<file path="config.mk">
export PLATFORM = sky130hd
export DESIGN_NAME = int64_divider_flat
export DESIGN_NICKNAME = d
export VERILOG_FILES = /design/src/rtl/core/i64d_pkg.sv /design/src/rtl/core/i64d_req_if.sv /design/src/rtl/core/i64d_rsp_if.sv /design/src/rtl/core/i64d_cell.sv /design/src/rtl/core/int64_divider.sv /design/src/flat_wrapper.sv
export SDC_FILE = /design/constraint.sdc
export NUM_CORES = 1
export LEC_CHECK = 0
export ABC_AREA = 1
export ABC_CLOCK_PERIOD_IN_PS = 24800
export BUFFER_PORTS_ARGS = -buffer_cell sky130_fd_sc_hd__buf_4
export CAP_MARGIN = 20
export CORE_MARGIN = 3
export CORE_UTILIZATION = 37
export CTS_CLUSTER_DIAMETER = 200
export DETAILED_ROUTE_END_ITERATION = 10
export HOLD_SLACK_MARGIN = 0.08
export SYNTH_ARGS = -nofsm -noshare
export SYNTH_HDL_FRONTEND = slang
export SYNTH_SLANG_ARGS = --single-unit
</file>
<file path="constraint.sdc">
create_clock -name clk -period 24.8 [get_ports clk]
set_input_delay 1.24 -clock clk [delete_from_list [all_inputs] [get_ports clk]]
set_output_delay 1.24 -clock clk [all_outputs]
set_load 0.03 [all_outputs]
</file>
<file path="src/rtl/core/i64d_pkg.sv">
`timescale 1ns / 1ps
package i64d_pkg;

  // division mode carried in the request opcode
  localparam logic OP_UNSIGNED = 1'b0;
  localparam logic OP_SIGNED   = 1'b1;

  // per-cycle control broadcast along the cell row
  typedef struct packed {
    logic load;   // take fresh operands
    logic shift;  // resolve one quotient bit
  } cell_ctrl_t;

endpackage

</file>
<file path="src/rtl/core/i64d_req_if.sv">
`timescale 1ns / 1ps
interface i64d_req_if #(
  parameter int W = 64
);
  logic         valid;
  logic         ready;
  logic [W-1:0] dividend;
  logic [W-1:0] divisor;
  logic         opcode;

  modport source (output valid, output dividend, output divisor, output opcode, input ready);
  modport sink   (input valid, input dividend, input divisor, input opcode, output ready);
endinterface

</file>
<file path="src/rtl/core/i64d_rsp_if.sv">
`timescale 1ns / 1ps
interface i64d_rsp_if #(
  parameter int W = 64
);
  logic         valid;
  logic         ready;
  logic [W-1:0] quotient;
  logic [W-1:0] remainder;
  logic         divide_by_zero;

  modport source (output valid, output quotient, output remainder, output divide_by_zero,
                  input ready);
  modport sink   (input valid, input quotient, input remainder, input divide_by_zero,
                  output ready);
endinterface

</file>
<file path="src/rtl/core/i64d_cell.sv">
`timescale 1ns / 1ps
module i64d_cell (
  input  logic                clk,
  input  i64d_pkg::cell_ctrl_t ctrl,
  input  logic                ld_q,   // dividend bit on load
  input  logic                ld_d,   // divisor bit on load
  input  logic                r_in,   // shifted remainder bit from lower neighbour
  input  logic                q_in,   // quotient/dividend bit from lower neighbour
  input  logic                b_in,   // borrow from lower neighbour
  input  logic                ge,     // row-wide subtract decision
  output logic                r_out,
  output logic                q_out,
  output logic                b_out
);
  import i64d_pkg::*;

  logic r_r, r_nxt;
  logic q_r, q_nxt;
  logic d_r, d_nxt;
  logic diff;

  // one bit of the trial subtract {r, n} - d
  assign diff  = r_in ^ d_r ^ b_in;
  assign b_out = (~r_in & d_r) | (~(r_in ^ d_r) & b_in);

  always_comb begin
    r_nxt = r_r;
    q_nxt = q_r;
    d_nxt = d_r;
    if (ctrl.load) begin
      r_nxt = 1'b0;
      q_nxt = ld_q;
      d_nxt = ld_d;
    end else if (ctrl.shift) begin
      r_nxt = ge ? diff : r_in;
      q_nxt = q_in;
    end
  end

  always_ff @(posedge clk) begin
    r_r <= r_nxt;
    q_r <= q_nxt;
    d_r <= d_nxt;
  end

  assign r_out = r_r;
  assign q_out = q_r;
endmodule

</file>
<file path="src/rtl/core/int64_divider.sv">
// a taken request passes through operand prep, the iterations and the sign fix
//   into the output register; the row of bit cells resolves one quotient bit per
//   cycle; a zero divisor skips the iterations; no new request is taken until idle
// the output register frees the result side, so a finished result may wait for a taker
// reset: rst_n synchronous active low, clears sequencer and output valid; data is not reset
`timescale 1ns / 1ps
module int64_divider #(
  parameter int DATA_WIDTH = 64
) (
  input  logic         clk,
  input  logic         rst_n,
  i64d_req_if.sink     in_chan,
  i64d_rsp_if.source   out_chan
);
  import i64d_pkg::*;

  localparam int CNT_W = $clog2(DATA_WIDTH);
  localparam logic [CNT_W-1:0] CNT_LAST = CNT_W'(DATA_WIDTH - 1);

  // sequencer codes
  localparam logic [1:0] S_IDLE = 2'd0;
  localparam logic [1:0] S_PREP = 2'd1;
  localparam logic [1:0] S_ITER = 2'd2;
  localparam logic [1:0] S_FIX  = 2'd3;

  logic [1:0]            state_r, state_nxt;
  logic [CNT_W-1:0]      cnt_r, cnt_nxt;

  // captured request
  logic [DATA_WIDTH-1:0] n_raw_r, n_raw_nxt;
  logic [DATA_WIDTH-1:0] d_raw_r, d_raw_nxt;
  logic                  signed_r, signed_nxt;

  // sign and zero flags worked out during prep
  logic                  n_neg_r, n_neg_nxt;
  logic                  d_neg_r, d_neg_nxt;
  logic                  dz_r, dz_nxt;

  // output register
  logic                  out_valid_r, out_valid_nxt;
  logic [DATA_WIDTH-1:0] out_q_r, out_q_nxt;
  logic [DATA_WIDTH-1:0] out_rem_r, out_rem_nxt;
  logic                  out_dz_r, out_dz_nxt;

  // cell row wiring
  cell_ctrl_t            ctrl;
  logic [DATA_WIDTH-1:0] ld_n, ld_d;
  logic [DATA_WIDTH-1:0] r_vec, q_vec, b_vec;
  logic                  ge;

  logic                  in_fire;
  logic                  fix_fire;
  logic                  n_neg_now, d_neg_now;
  logic [DATA_WIDTH-1:0] q_fixed, r_fixed;

  assign in_chan.ready = (state_r == S_IDLE);
  assign in_fire       = in_chan.valid && in_chan.ready;
  // result moves into the output register once that register is free
  assign fix_fire      = (state_r == S_FIX) && (!out_valid_r || out_chan.ready);

  // operand magnitudes for the cell row
  assign n_neg_now = signed_r && n_raw_r[DATA_WIDTH-1];
  assign d_neg_now = signed_r && d_raw_r[DATA_WIDTH-1];
  assign ld_n      = n_neg_now ? (DATA_WIDTH'(0) - n_raw_r) : n_raw_r;
  assign ld_d      = d_neg_now ? (DATA_WIDTH'(0) - d_raw_r) : d_raw_r;

  assign ctrl.load  = (state_r == S_PREP);
  assign ctrl.shift = (state_r == S_ITER);

  // subtract when the shifted remainder, with the bit carried out of the top, covers d
  assign ge = r_vec[DATA_WIDTH-1] | ~b_vec[DATA_WIDTH-1];

  // the row: cell i holds remainder bit i, dividend/quotient bit i and divisor bit i
  for (genvar i = 0; i < DATA_WIDTH; i++) begin : g_cell
    if (i == 0) begin : g_lsb
      i64d_cell u_cell (
        .clk   (clk),
        .ctrl  (ctrl),
        .ld_q  (ld_n[i]),
        .ld_d  (ld_d[i]),
        .r_in  (q_vec[DATA_WIDTH-1]),  // next dividend bit enters the remainder
        .q_in  (ge),                   // new quotient bit enters at the bottom
        .b_in  (1'b0),
        .ge    (ge),
        .r_out (r_vec[i]),
        .q_out (q_vec[i]),
        .b_out (b_vec[i])
      );
    end else begin : g_upper
      i64d_cell u_cell (
        .clk   (clk),
        .ctrl  (ctrl),
        .ld_q  (ld_n[i]),
        .ld_d  (ld_d[i]),
        .r_in  (r_vec[i-1]),
        .q_in  (q_vec[i-1]),
        .b_in  (b_vec[i-1]),
        .ge    (ge),
        .r_out (r_vec[i]),
        .q_out (q_vec[i]),
        .b_out (b_vec[i])
      );
    end
  end

  // sign correction; zero divisor gives all ones and the dividend back
  assign q_fixed = dz_r ? '1 :
                   ((n_neg_r ^ d_neg_r) ? (DATA_WIDTH'(0) - q_vec) : q_vec);
  assign r_fixed = dz_r ? n_raw_r :
                   (n_neg_r ? (DATA_WIDTH'(0) - r_vec) : r_vec);

  always_comb begin
    state_nxt  = state_r;
    cnt_nxt    = cnt_r;
    n_raw_nxt  = n_raw_r;
    d_raw_nxt  = d_raw_r;
    signed_nxt = signed_r;
    n_neg_nxt  = n_neg_r;
    d_neg_nxt  = d_neg_r;
    dz_nxt     = dz_r;
    unique case (state_r)
      S_IDLE: begin
        if (in_fire) begin
          n_raw_nxt  = in_chan.dividend;
          d_raw_nxt  = in_chan.divisor;
          signed_nxt = (in_chan.opcode == OP_SIGNED);
          state_nxt  = S_PREP;
        end
      end
      S_PREP: begin
        n_neg_nxt = n_neg_now;
        d_neg_nxt = d_neg_now;
        dz_nxt    = (d_raw_r == '0);
        cnt_nxt   = '0;
        // zero divisor skips the iterations
        state_nxt = (d_raw_r == '0) ? S_FIX : S_ITER;
      end
      S_ITER: begin
        cnt_nxt = cnt_r + CNT_W'(1);
        if (cnt_r == CNT_LAST) begin
          state_nxt = S_FIX;
        end
      end
      S_FIX: begin
        if (fix_fire) begin
          state_nxt = S_IDLE;
        end
      end
      default: begin
        state_nxt = S_IDLE;
      end
    endcase
  end

  always_comb begin
    out_q_nxt   = out_q_r;
    out_rem_nxt = out_rem_r;
    out_dz_nxt  = out_dz_r;
    priority if (fix_fire) begin
      out_valid_nxt = 1'b1;
      out_q_nxt     = q_fixed;
      out_rem_nxt   = r_fixed;
      out_dz_nxt    = dz_r;
    end else if (out_chan.ready) begin
      out_valid_nxt = 1'b0;
    end else begin
      out_valid_nxt = out_valid_r;
    end
  end

  always_ff @(posedge clk) begin
    if (!rst_n) begin
      state_r     <= S_IDLE;
      cnt_r       <= '0;
      out_valid_r <= 1'b0;
    end else begin
      state_r     <= state_nxt;
      cnt_r       <= cnt_nxt;
      out_valid_r <= out_valid_nxt;
    end
  end

  // payload, no reset needed
  always_ff @(posedge clk) begin
    n_raw_r   <= n_raw_nxt;
    d_raw_r   <= d_raw_nxt;
    signed_r  <= signed_nxt;
    n_neg_r   <= n_neg_nxt;
    d_neg_r   <= d_neg_nxt;
    dz_r      <= dz_nxt;
    out_q_r   <= out_q_nxt;
    out_rem_r <= out_rem_nxt;
    out_dz_r  <= out_dz_nxt;
  end

  assign out_chan.valid          = out_valid_r;
  assign out_chan.quotient       = out_q_r;
  assign out_chan.remainder      = out_rem_r;
  assign out_chan.divide_by_zero = out_dz_r;

  // a taken request always goes to operand prep next
  a_accept_to_prep: assert property (@(posedge clk) disable iff (!rst_n)
    in_fire |=> (state_r == S_PREP))
    else $error("request not followed by prep");

  // the sign fix is reached from the iterations only after the last quotient bit
  a_full_iterations: assert property (@(posedge clk) disable iff (!rst_n)
    (state_r == S_FIX && $past(state_r) == S_ITER) |-> ($past(cnt_r) == CNT_LAST))
    else $error("iterations cut short");

  // a result appears only out of the sign-fix step
  a_valid_from_fix: assert property (@(posedge clk) disable iff (!rst_n)
    $rose(out_valid_r) |-> ($past(state_r) == S_FIX))
    else $error("result raised outside sign fix");

  // zero divisor reports an all-ones quotient
  a_dz_all_ones: assert property (@(posedge clk) disable iff (!rst_n)
    (out_valid_r && out_dz_r) |-> (&out_q_r))
    else $error("zero divisor quotient not all ones");

  // a waiting result holds until taken
  a_result_holds: assert property (@(posedge clk) disable iff (!rst_n)
    (out_valid_r && !out_chan.ready) |=> (out_valid_r && $stable(out_q_r)
                                          && $stable(out_rem_r)))
    else $error("waiting result changed");

endmodule
</file>
<file path="src/flat_wrapper.sv">
// flat-port wrapper written by rule: the top's interface ports become plain ports
module int64_divider_flat import i64d_pkg::*;
#(
  parameter int DATA_WIDTH = 64
)
  (clk, rst_n, in_chan_valid, in_chan_dividend, in_chan_divisor, in_chan_opcode, in_chan_ready, out_chan_valid, out_chan_quotient, out_chan_remainder, out_chan_divide_by_zero, out_chan_ready);
  i64d_req_if in_chan_i ();
  i64d_rsp_if out_chan_i ();
  input  logic clk;
  input  logic rst_n;
  input wire logic [$bits(in_chan_i.valid)-1:0] in_chan_valid;
  input wire logic [$bits(in_chan_i.dividend)-1:0] in_chan_dividend;
  input wire logic [$bits(in_chan_i.divisor)-1:0] in_chan_divisor;
  input wire logic [$bits(in_chan_i.opcode)-1:0] in_chan_opcode;
  output wire logic [$bits(in_chan_i.ready)-1:0] in_chan_ready;
  output wire logic [$bits(out_chan_i.valid)-1:0] out_chan_valid;
  output wire logic [$bits(out_chan_i.quotient)-1:0] out_chan_quotient;
  output wire logic [$bits(out_chan_i.remainder)-1:0] out_chan_remainder;
  output wire logic [$bits(out_chan_i.divide_by_zero)-1:0] out_chan_divide_by_zero;
  input wire logic [$bits(out_chan_i.ready)-1:0] out_chan_ready;
  assign in_chan_i.valid = in_chan_valid;
  assign in_chan_i.dividend = in_chan_dividend;
  assign in_chan_i.divisor = in_chan_divisor;
  assign in_chan_i.opcode = in_chan_opcode;
  assign in_chan_ready = in_chan_i.ready;
  assign out_chan_valid = out_chan_i.valid;
  assign out_chan_quotient = out_chan_i.quotient;
  assign out_chan_remainder = out_chan_i.remainder;
  assign out_chan_divide_by_zero = out_chan_i.divide_by_zero;
  assign out_chan_i.ready = out_chan_ready;
  int64_divider #(.DATA_WIDTH(DATA_WIDTH)) u_core (.clk(clk), .rst_n(rst_n), .in_chan(in_chan_i), .out_chan(out_chan_i));
endmodule
</file>
==> summary.txt, run 1 <==
Status
  • Status: completed

GRT
  • Largest net degree at the start of global routing: 130
  • First-pass GRT wire length: 133 mm
  • Number of global-route vias before repair: 21800
  • Total global routing overflow: 0
  • Met3 usage: 2.59%
  • Met1 usage: 31.6%
  • Met2 usage: 37.8%
  • All-Layer GR Usage: 23.1%
  • Initial antenna violation count: 0
  • GRT busiest layer: met2

CTS
  • CTS Buf Count: 54
  • Clk Latency, worst-skew pair: 0.61 ns
  • Worst-path clk slew: 0.07 ns
  • CTS tree: built
  • Clock root buffer: clkbuf_16
  • H-tree Lvls: 2
  • Hold bufs inserted after CTS: 0
  • Clk buf depth: 3
  • # clock sinks: 462

STA
  • FMAX: 41.6 MHz
  • Measured slew at the worst slew-check pin: 0.983 ns
  • Max Transition Viols Final: 0
  • Slew HR: 34.5%
  • Number of failing hold endpoints at the final stage: 0
  • Fin crit share: 97.0%
  • RSZ-0062 raised after global routing: no
  • Hold Slack: 0.494 ns
  • Layout Skew: 0.0192 ns
  • Fin crit period: 24.06 ns
  • Final setup viols: 0

Floorplanning
  • Core area: 0.0716 mm2
  • IO Count: 264
  • Initial Util: 37.4%
  • Die Y: 275 um
  • Die Area: 0.0757 mm2
  • Die Span X: 275 um
  • Rows: 98

Synthesis
  • Post-Syn Instances: 3162
  • Avg Inst Size Synth: 8.48 um2
  • Netlist Area Pre-Place: 0.0268 mm2
  • Most frequent cell after synthesis: nand2_1
  • Ranking of synthesized cells by area: edfxtp_1, nand2_1, nor2_1
  • Yosys top cell area share: 43.6%
  • Ys async rst share: 0%
  • FF+latch count, synth: 462
  • Synth Net Count: 3368
  • Area leader, netlist: edfxtp_1
  • Post-synth EDFFs: 389
  • Top post-synthesis cells by count: nand2_1, nor2_1, edfxtp_1
  • Synth warn: 0
  • Post-synthesis cell type count: 48
  • Sequential share of the synthesized area: 49.0%
  • Post-synth top flop: edfxtp_1

Setup path
  • Top Family by Delay on Critical Path: adder cells
  • Most frequent CP cell: fa_2
  • Critical Path Sink Type: flip-flop
  • CP max-delay cell: fa_1
  • Reg-to-Reg End: u_core.g_cell[61].g_upper.u_cell.r_out$_SDFFE_PP0P_
  • Reg2reg start: u_core.g_cell[63].g_upper.u_cell.q_out$_DFFE_PP_
  • Setup CP Type: flip-flop to flip-flop
  • CP Data Arrival Time: 24.60 ns
  • Critical path required time: 25.34 ns
  • Flop2flop setup slack: 0.74 ns
  • R2R depth: 73
  • Max FO, Critical Path: 32
  • Worst Setup Start Kind: flip-flop
  • Worst path max stage delay: 0.39 ns
  • CP bufs+invs: 6

Pwr
  • Pleak: 12.5 nW
  • Flop pwr share: 36.7%
  • Pint: 2.19 mW
  • Clk pwr share: 22.0%
  • PwrDens: 121 mW/mm2
  • Combinational power share: 41.4%
  • Max VDD drop: 0.0000682 V
  • Total Power: 3.84 mW
  • Switch share: 42.9%
  • Psw: 1.65 mW

Routing
  • Routed vias/inst: 5.22
  • DRT Pass-1 Iters: 6
  • DRT antenna net count: 0
  • Via count: 23000
  • DR DRC count: 0
  • Drt total wl: 89.1 mm
  • DRT iter0 DRCs: 1991
  • Wirelength per Cell: 20.3 um

Final layout
  • Sequential cell area: 0.0131 mm2
  • Post-route cell area: 0.0319 mm2
  • Synth-to-layout area growth: 18.9%
  • Area of the multi-input gates: 0.0121 mm2
  • Fill count: 7150
  • Diodes inserted: 0
  • Layout cells sized above 1: 15.5%
  • Nets@finish: 3610

Placed design
  • HPWL Detailed: 68.6 mm
  • Number of port buffers: 263
  • Placer Congestion: 0.948
  • Placed Area: 0.0298 mm2

Flow run
  • Max-cap violation count: 0

Min path
  • Hold Crit Class: flip-flop to flip-flop
  • Hold endpoint: u_core.cnt_r[1]$_SDFFE_PN0P_
  • Hold_sp: u_core.cnt_r[1]$_SDFFE_PN0P_
  • Worst hold path depth: 2
-- how the worst max path moves through the flow --
stage	from	end	slack, ns	cells after the start
after global placement	u_core.g_cell[63].g_upper.u_cell.q_out$_DFFE_PP_	u_core.g_cell[6].g_upper.u_cell.r_out$_SDFFE_PP0P_	-0.78	73
after CTS	u_core.g_cell[63].g_upper.u_cell.q_out$_DFFE_PP_	u_core.g_cell[55].g_upper.u_cell.r_out$_SDFFE_PP0P_	0.01	73
after floorplan	u_core.g_cell[63].g_upper.u_cell.q_out$_DFFE_PP_	u_core.g_cell[28].g_upper.u_cell.r_out$_SDFFE_PP0P_	0.02	73
final	u_core.g_cell[63].g_upper.u_cell.q_out$_DFFE_PP_	u_core.g_cell[61].g_upper.u_cell.r_out$_SDFFE_PP0P_	0.74	73
after global routing	u_core.g_cell[63].g_upper.u_cell.q_out$_DFFE_PP_	u_core.g_cell[38].g_upper.u_cell.r_out$_SDFFE_PP0P_	0.03	73
after detailed placement	u_core.g_cell[63].g_upper.u_cell.q_out$_DFFE_PP_	u_core.g_cell[19].g_upper.u_cell.r_out$_SDFFE_PP0P_	-0.99	73
-- sequential cells by signal (all words and copies together), names as in the netlist, 2 cells and up --
| signal | flops |
|---|---|
| u_core.out_chan.quotient | 64 |
| u_core.n_raw_r | 64 |
| u_core.g_cell.g_upper.u_cell.q_out | 63 |
| u_core.cnt_r | 6 |
| u_core.d_raw_r | 64 |
| u_core.state_r | 2 |
| u_core.g_cell.g_upper.u_cell.r_out | 63 |
| u_core.out_chan.remainder | 64 |
| u_core.g_cell.g_upper.u_cell.d_r | 63 |
-- repair_timing --
action / in CTS / in global routing
cloned: 2 / 0
pin swaps: 1 / 1
setup buffers: 1 / 1
gates resized for setup: 49 / 31
setup endpoints to repair: 65 / 65
-- power groups by stage --
stage          clock [mW]  sequential, mW  combinational (mW)
2_1_floorplan           0            1.38                1.03
3_3_place_gp            0            1.41                1.52
3_5_place_dp            0            1.41                1.52
4_1_cts             0.863            1.40                1.57
5_1_grt             0.894            1.43                1.79
6_report            0.845            1.41                1.59
-- per-stage QoR --
step / worst slack, ns / setup TNS (ns) / cells / util (%)
after global routing: 0.0295 / 0 / 4397 / 44.5
final: 0.745 / 0 / 4397 / 44.5
after floorplan: 0.0195 / 0 / 3162 / -
after CTS: 0.0148 / 0 / 4396 / 44.4
after global placement: -0.780 / -50.05 / 4294 / 41.6
after detailed placement: -0.993 / -60.61 / 4294 / 41.6
-- cell usage in the layout, fill, tap and decap left out, drive strengths merged, types with 2 or more instances in the layout --
cell,count
o21ai,258
edfxtp,389
nor3,31
xor2,64
nand4,80
nand3,343
nor2,494
or2,8
a31oi,3
clkinvlp,3
dfxtp,73
nand3b,13
buf,290
fa,63
and2,6
clkinv,23
bufinv,10
o221ai,63
o211ai,7
ha,10
a21oi,70
nand2,717
clkbuf,60
inv,347
o22ai,6
o31ai,2
xnor2,10
-- worst min-delay path, cell delays in order, from the launching register on --
cell and delay (ns):
dfxtp_1 0.32, nand2_1 0.07, a21oi_1 0.06
-- logic make-up (layout without fill, tap and decap cells) --
logic type | after synthesis | in the layout | share of synthesized area [%]
AOI/OAI and AO/OA | 411 | 411 | 8.94
and+or+nand+nor | 1694 | 1694 | 27.9
buffers and inverters | 448 | 733 | 6.51
DFF | 462 | 462 | 49.0
xor gates and xnor gates | 74 | 74 | 2.42
adders and majority gates | 73 | 73 | 5.17
-- area by class of cell --
type,instances,share of cell area (%)
Sequential cell,462,41.3
Multi-Input combinational cell,2252,37.9
Timing Repair Buffer,290,7.13
Clock buffer,60,4.41
Inverter,344,4.08
Tap cell,950,3.73
Clock inverter,39,1.52
-- routing by layer --
layer  wire, um  vias to the layer above  share of wire (%)
li1           -                    11200                  -
met1      38700                    10800                 43
met2      41500                      765                 47
met3       5390                      162                6.1
met4       3460                        0                3.9
met5          0                        -                  0
(Power assumes the default switching activity.)
==> run 2: changes to the inputs <==
- SYNTH_HIERARCHICAL: not set -> 1
==> run 2 against run 1 <==
Synthesized cell count is 19% higher. The flow now finishes with violations (negative setup slack). Die area is 7.7% higher. Via count is 8.7% higher. Maximum frequency is 13% lower. Routed wire length is 5.9% higher. Final area is 9.2% higher.
==> summary.txt, run 2 <==
Status
  • Status: complete, but fails checks
  • Failing checks: negative setup slack

Setup path
  • Critical Path Sink Type: flip-flop
  • WP depth: 197 (+170%)
  • Top Family by Delay on Critical Path: adder cells
  • Reg2reg start: u_core/g_cell[63].g_upper.u_cell/q_out$_DFFE_PP_
  • Flop2flop setup slack: -2.78 ns (-3.53 ns)
  • Worst path max stage delay: 0.41 ns (+0.02 ns)
  • R2R depth: 197 (+170%)
  • Worst Setup Start Kind: flip-flop
  • Critical path required time: 25.30 ns (-0.04 ns)
  • Setup CP Type: flip-flop to flip-flop
  • Max FO, Critical Path: 10 (-69%)
  • Worst setup path startpoint: u_core/g_cell[63].g_upper.u_cell/q_out$_DFFE_PP_
  • CP bufs+invs: 129 (+123)
  • CP Capture Point: u_core/g_cell[9].g_upper.u_cell/r_out$_SDFFE_PP0P_
  • Most frequent CP cell: inv_2
  • Reg-to-Reg End: u_core/g_cell[9].g_upper.u_cell/r_out$_SDFFE_PP0P_
  • CP max-delay cell: edfxtp_1
  • CP Data Arrival Time: 28.08 ns (+3.48 ns)

Synthesis
  • Netlist Area Pre-Place: 0.0289 mm2 (+7.9%)
  • Post-Syn Instances: 3762 (+19%)
  • Xor and xnor area share after synthesis: 3.15% (+0.73 points)
  • Synth Area in Simple Gates: 32.1% (+4.2 points)
  • Post-synth top flop: edfxtp_1
  • Largest family of logic cells by synthesized area: simple AND/OR/NAND/NOR gates
  • Synth Net Count: 3968 (+18%)
  • Top post-synthesis cells by count: nand2_1, inv_1, nor2_1
  • Most frequent cell after synthesis: nand2_1
  • Synth warn: 6 (+6)
  • Post-synth EDFFs: 389 (unchanged)
  • Complex-gate fraction of the synthesized area: 5.33% (-3.6 points)
  • Yosys top cell area share: 40.4% (-3.2 points)
  • Mux cell area share after synthesis: 0% (unchanged)
  • Area leader, netlist: edfxtp_1
  • Post-synthesis cell type count: 49 (+2.1%)
  • Sequential share of the synthesized area: 45.5% (-3.6 points)
  • Post-Synth Adder-Cell Area: 4.82% (-0.35 points)
  • FF+latch count, synth: 462 (unchanged)
  • Ranking of synthesized cells by area: edfxtp_1, nand2_1, inv_1
  • Ys async rst share: 0% (unchanged)
  • Avg Inst Size Synth: 7.69 um2 (-9.3%)

CTS
  • # clock sinks: 462 (unchanged)
  • CTS Buf Count: 55 (+1.9%)
  • CTS tree: built
  • Clk buf depth: 3 (unchanged)
  • Clk Latency, worst-skew pair: 0.61 ns (about the same)
  • Clock root buffer: clkbuf_16
  • Worst-path clk slew: 0.06 ns (about the same)
  • H-tree Lvls: 2 (unchanged)

STA
  • Number of failing hold endpoints at the final stage: 0 (unchanged)
  • Fin crit period: 27.58 ns (+3.53 ns)
  • FMAX: 36.3 MHz (-13%)
  • Slew HR: 30.1% (-4.4 points)
  • Fin crit share: 111% (+14 points)
  • RSZ-0062 raised after global routing: yes
  • Max Transition Viols Final: 0 (unchanged)
  • Measured slew at the worst slew-check pin: 1.05 ns (+0.0665 ns)
  • Final setup viols: 65 (+65)
  • Layout Skew: 0.0222 ns (+0.00298 ns)
  • Worst setup margin: -2.78 ns (-3.53 ns)

Pwr
  • Combinational power share: 47.0% (+5.6 points)
  • Psw: 1.83 mW (+11%)
  • Max VDD drop: 0.0000602 V (-12%)
  • Pint: 2.32 mW (+5.9%)
  • Pleak: 15.0 nW (+20%)
  • PwrDens: 119 mW/mm2 (-1.1%)
  • Clk pwr share: 18.7% (-3.3 points)
  • Switch share: 44.0% (+1.1 points)
  • Flop pwr share: 34.2% (-2.5 points)

Placed design
  • Placed Area: 0.0324 mm2 (+8.8%)
  • Placer Congestion: 0.990 (+4.4%)
  • Number of port buffers: 263 (unchanged)
  • HPWL Detailed: 72.8 mm (+6.1%)

Final layout
  • Post-route cell area: 0.0348 mm2 (+9.2%)
  • Synth-to-layout area growth: 20.4%
  • Leading cell types in the layout, fill and taps excluded: nand2_1, nor2_1, inv_1
  • Commonest non-fill, non-tap cell in the layout: nand2_1
  • Layout cells sized above 1: 19.7% (+4.2 points)
  • Nets@finish: 4283 (+19%)
  • Fill count: 7716 (+7.9%)
  • Finished Core Util: 45.4% (+0.87 points)

Floorplanning
  • Rows: 101 (+3.1%)
  • Core area: 0.0767 mm2 (+7.1%)
  • Die Area: 0.0815 mm2 (+7.7%)
  • IO Count: 264 (unchanged)
  • Die Y: 286 um (+3.8%)
  • Die Span X: 286 um (+3.8%)
  • Initial Util: 37.7% (+0.27 points)

Routing
  • DRT iter0 DRCs: 1872 (-6.0%)
  • Via count: 25000 (+8.7%)
  • Routed vias/inst: 4.84 (-7.2%)
  • DRT Pass-1 Iters: 5 (-1)
  • DR DRC count: 0 (unchanged)
  • DRT antenna net count: 0 (unchanged)
  • Wirelength per Cell: 18.3 um (-9.7%)
  • Drt total wl: 94.4 mm (+5.9%)

GRT
  • First-pass GRT wire length: 142 mm (+6.8%)
  • Number of global-route vias before repair: 24100 (+10%)
  • All-Layer GR Usage: 22.7% (-0.45 points)
  • Largest net degree at the start of global routing: 133 (+2.3%)
  • Total global routing overflow: 0 (unchanged)
  • Initial antenna violation count: 1 (+1)

Flow run
  • Max-cap violation count: 0 (unchanged)

Min path
  • Hold Crit Class: flip-flop to flip-flop
## run 2: cell types whose count changed after synthesis, moves of 38 or more
| cell | delta |
|---|---|
| inv_1 | +296 |
| nand2_1 | +287 |
| nor2_1 | +89 |
| nor2_2 | +53 |
| o21ai_0 | -38 |
| o221ai_1 | -63 |
| or2_1 | +64 |
## run 2: layout make-up
| class | instances | area, um2 | area share, % |
|---|---|---|---|
| multi-input combinational | 2616 | 13700 | 39.3 |
| sequential | 462 | 13100 | 37.8 |
| timing repair buffer | 309 | 2530 | 7.28 |
| inverter | 633 | 2420 | 6.95 |
| clock buffer | 73 | 1500 | 4.30 |
| tap | 1030 | 1290 | 3.70 |
| clock inverter | 29 | 229 | 0.658 |
| antenna | 1 | 2.50 | 0.00719 |
## run 2: layer usage
metal	share of wire, %	global-route usage (%)	vias to the layer above	wire length (um)
li1	-	-	12600	-
met1	43	29.4	11500	40800
met2	47	37.7	701	44400
met3	4.2	2.41	187	3940
met4	5.5	11.2	0	5160
met5	0	0	-	0
## run 2: tightest hold or removal path, cell delays in order, from the launching register on
cell	delay, ns
dfxtp_1	0.32
nand2_1	0.06
a21oi_1	0.06
## run 2: kinds of logic (layout without fill, tap and decap cells)
group / count (synthesis) / count (layout)
xor+xnor: 104 / 104
compound gates: 289 / 289
buf+inv: 686 / 1044
flops: 462 / 462
other cells: 1 / 2
fa+ha+maj: 73 / 73
simple gates: 2147 / 2149
## run 2: what timing repair did
item,CTS,global route
pin swaps,43,54
cloned,4,9
hold buffers,0,0
hold endpoints to repair,0,0
resized for setup,112,152
endpoints found under the setup margin,65,65
setup buffers,2,0
## run 2: per-stage QoR
| stage | worst slack (ns) | hold slack, ns | setup TNS, ns | std cells | power (mW) |
|---|---|---|---|---|---|
| finish | -2.78 | 0.497 | -177.10 | 5153 | 4.15 |
| CTS | -2.76 | 0.498 | -177.29 | 5143 | 4.03 |
| global route | -3.89 | 0.534 | -248.99 | 5152 | 4.49 |
| floorplan | -2.14 | 0.424 | -130.42 | 3762 | 2.65 |
| global placement | -2.34 | 0.482 | -150.80 | 5035 | 3.11 |
| detailed placement | -2.81 | 0.489 | -180.87 | 5035 | 3.13 |
## run 2: power by group through the flow
stage	combinational (mW)	sequential, mW	clock (mW)
global route	2.21	1.45	0.835
floorplan	1.26	1.39	0
CTS	1.81	1.41	0.800
global placement	1.68	1.43	0
detailed placement	1.70	1.43	0
finish	1.95	1.42	0.777
## run 2: worst min-delay path by stage
stage                     slack [ns]                                        to  cells past startpoint                    startpoint
final                           0.50              u_core/cnt_r[1]$_SDFFE_PN0P_                      2  u_core/cnt_r[1]$_SDFFE_PN0P_
after CTS                       0.50              u_core/cnt_r[1]$_SDFFE_PN0P_                      2  u_core/cnt_r[1]$_SDFFE_PN0P_
after global placement          0.48              u_core/cnt_r[1]$_SDFFE_PN0P_                      2  u_core/cnt_r[1]$_SDFFE_PN0P_
after floorplan                 0.42  u_core/out_chan.divide_by_zero$_DFFE_PP_                      0         u_core/dz_r$_DFFE_PP_
after detailed placement        0.49              u_core/cnt_r[1]$_SDFFE_PN0P_                      2  u_core/cnt_r[1]$_SDFFE_PN0P_
after global routing            0.53              u_core/cnt_r[1]$_SDFFE_PN0P_                      2  u_core/cnt_r[1]$_SDFFE_PN0P_
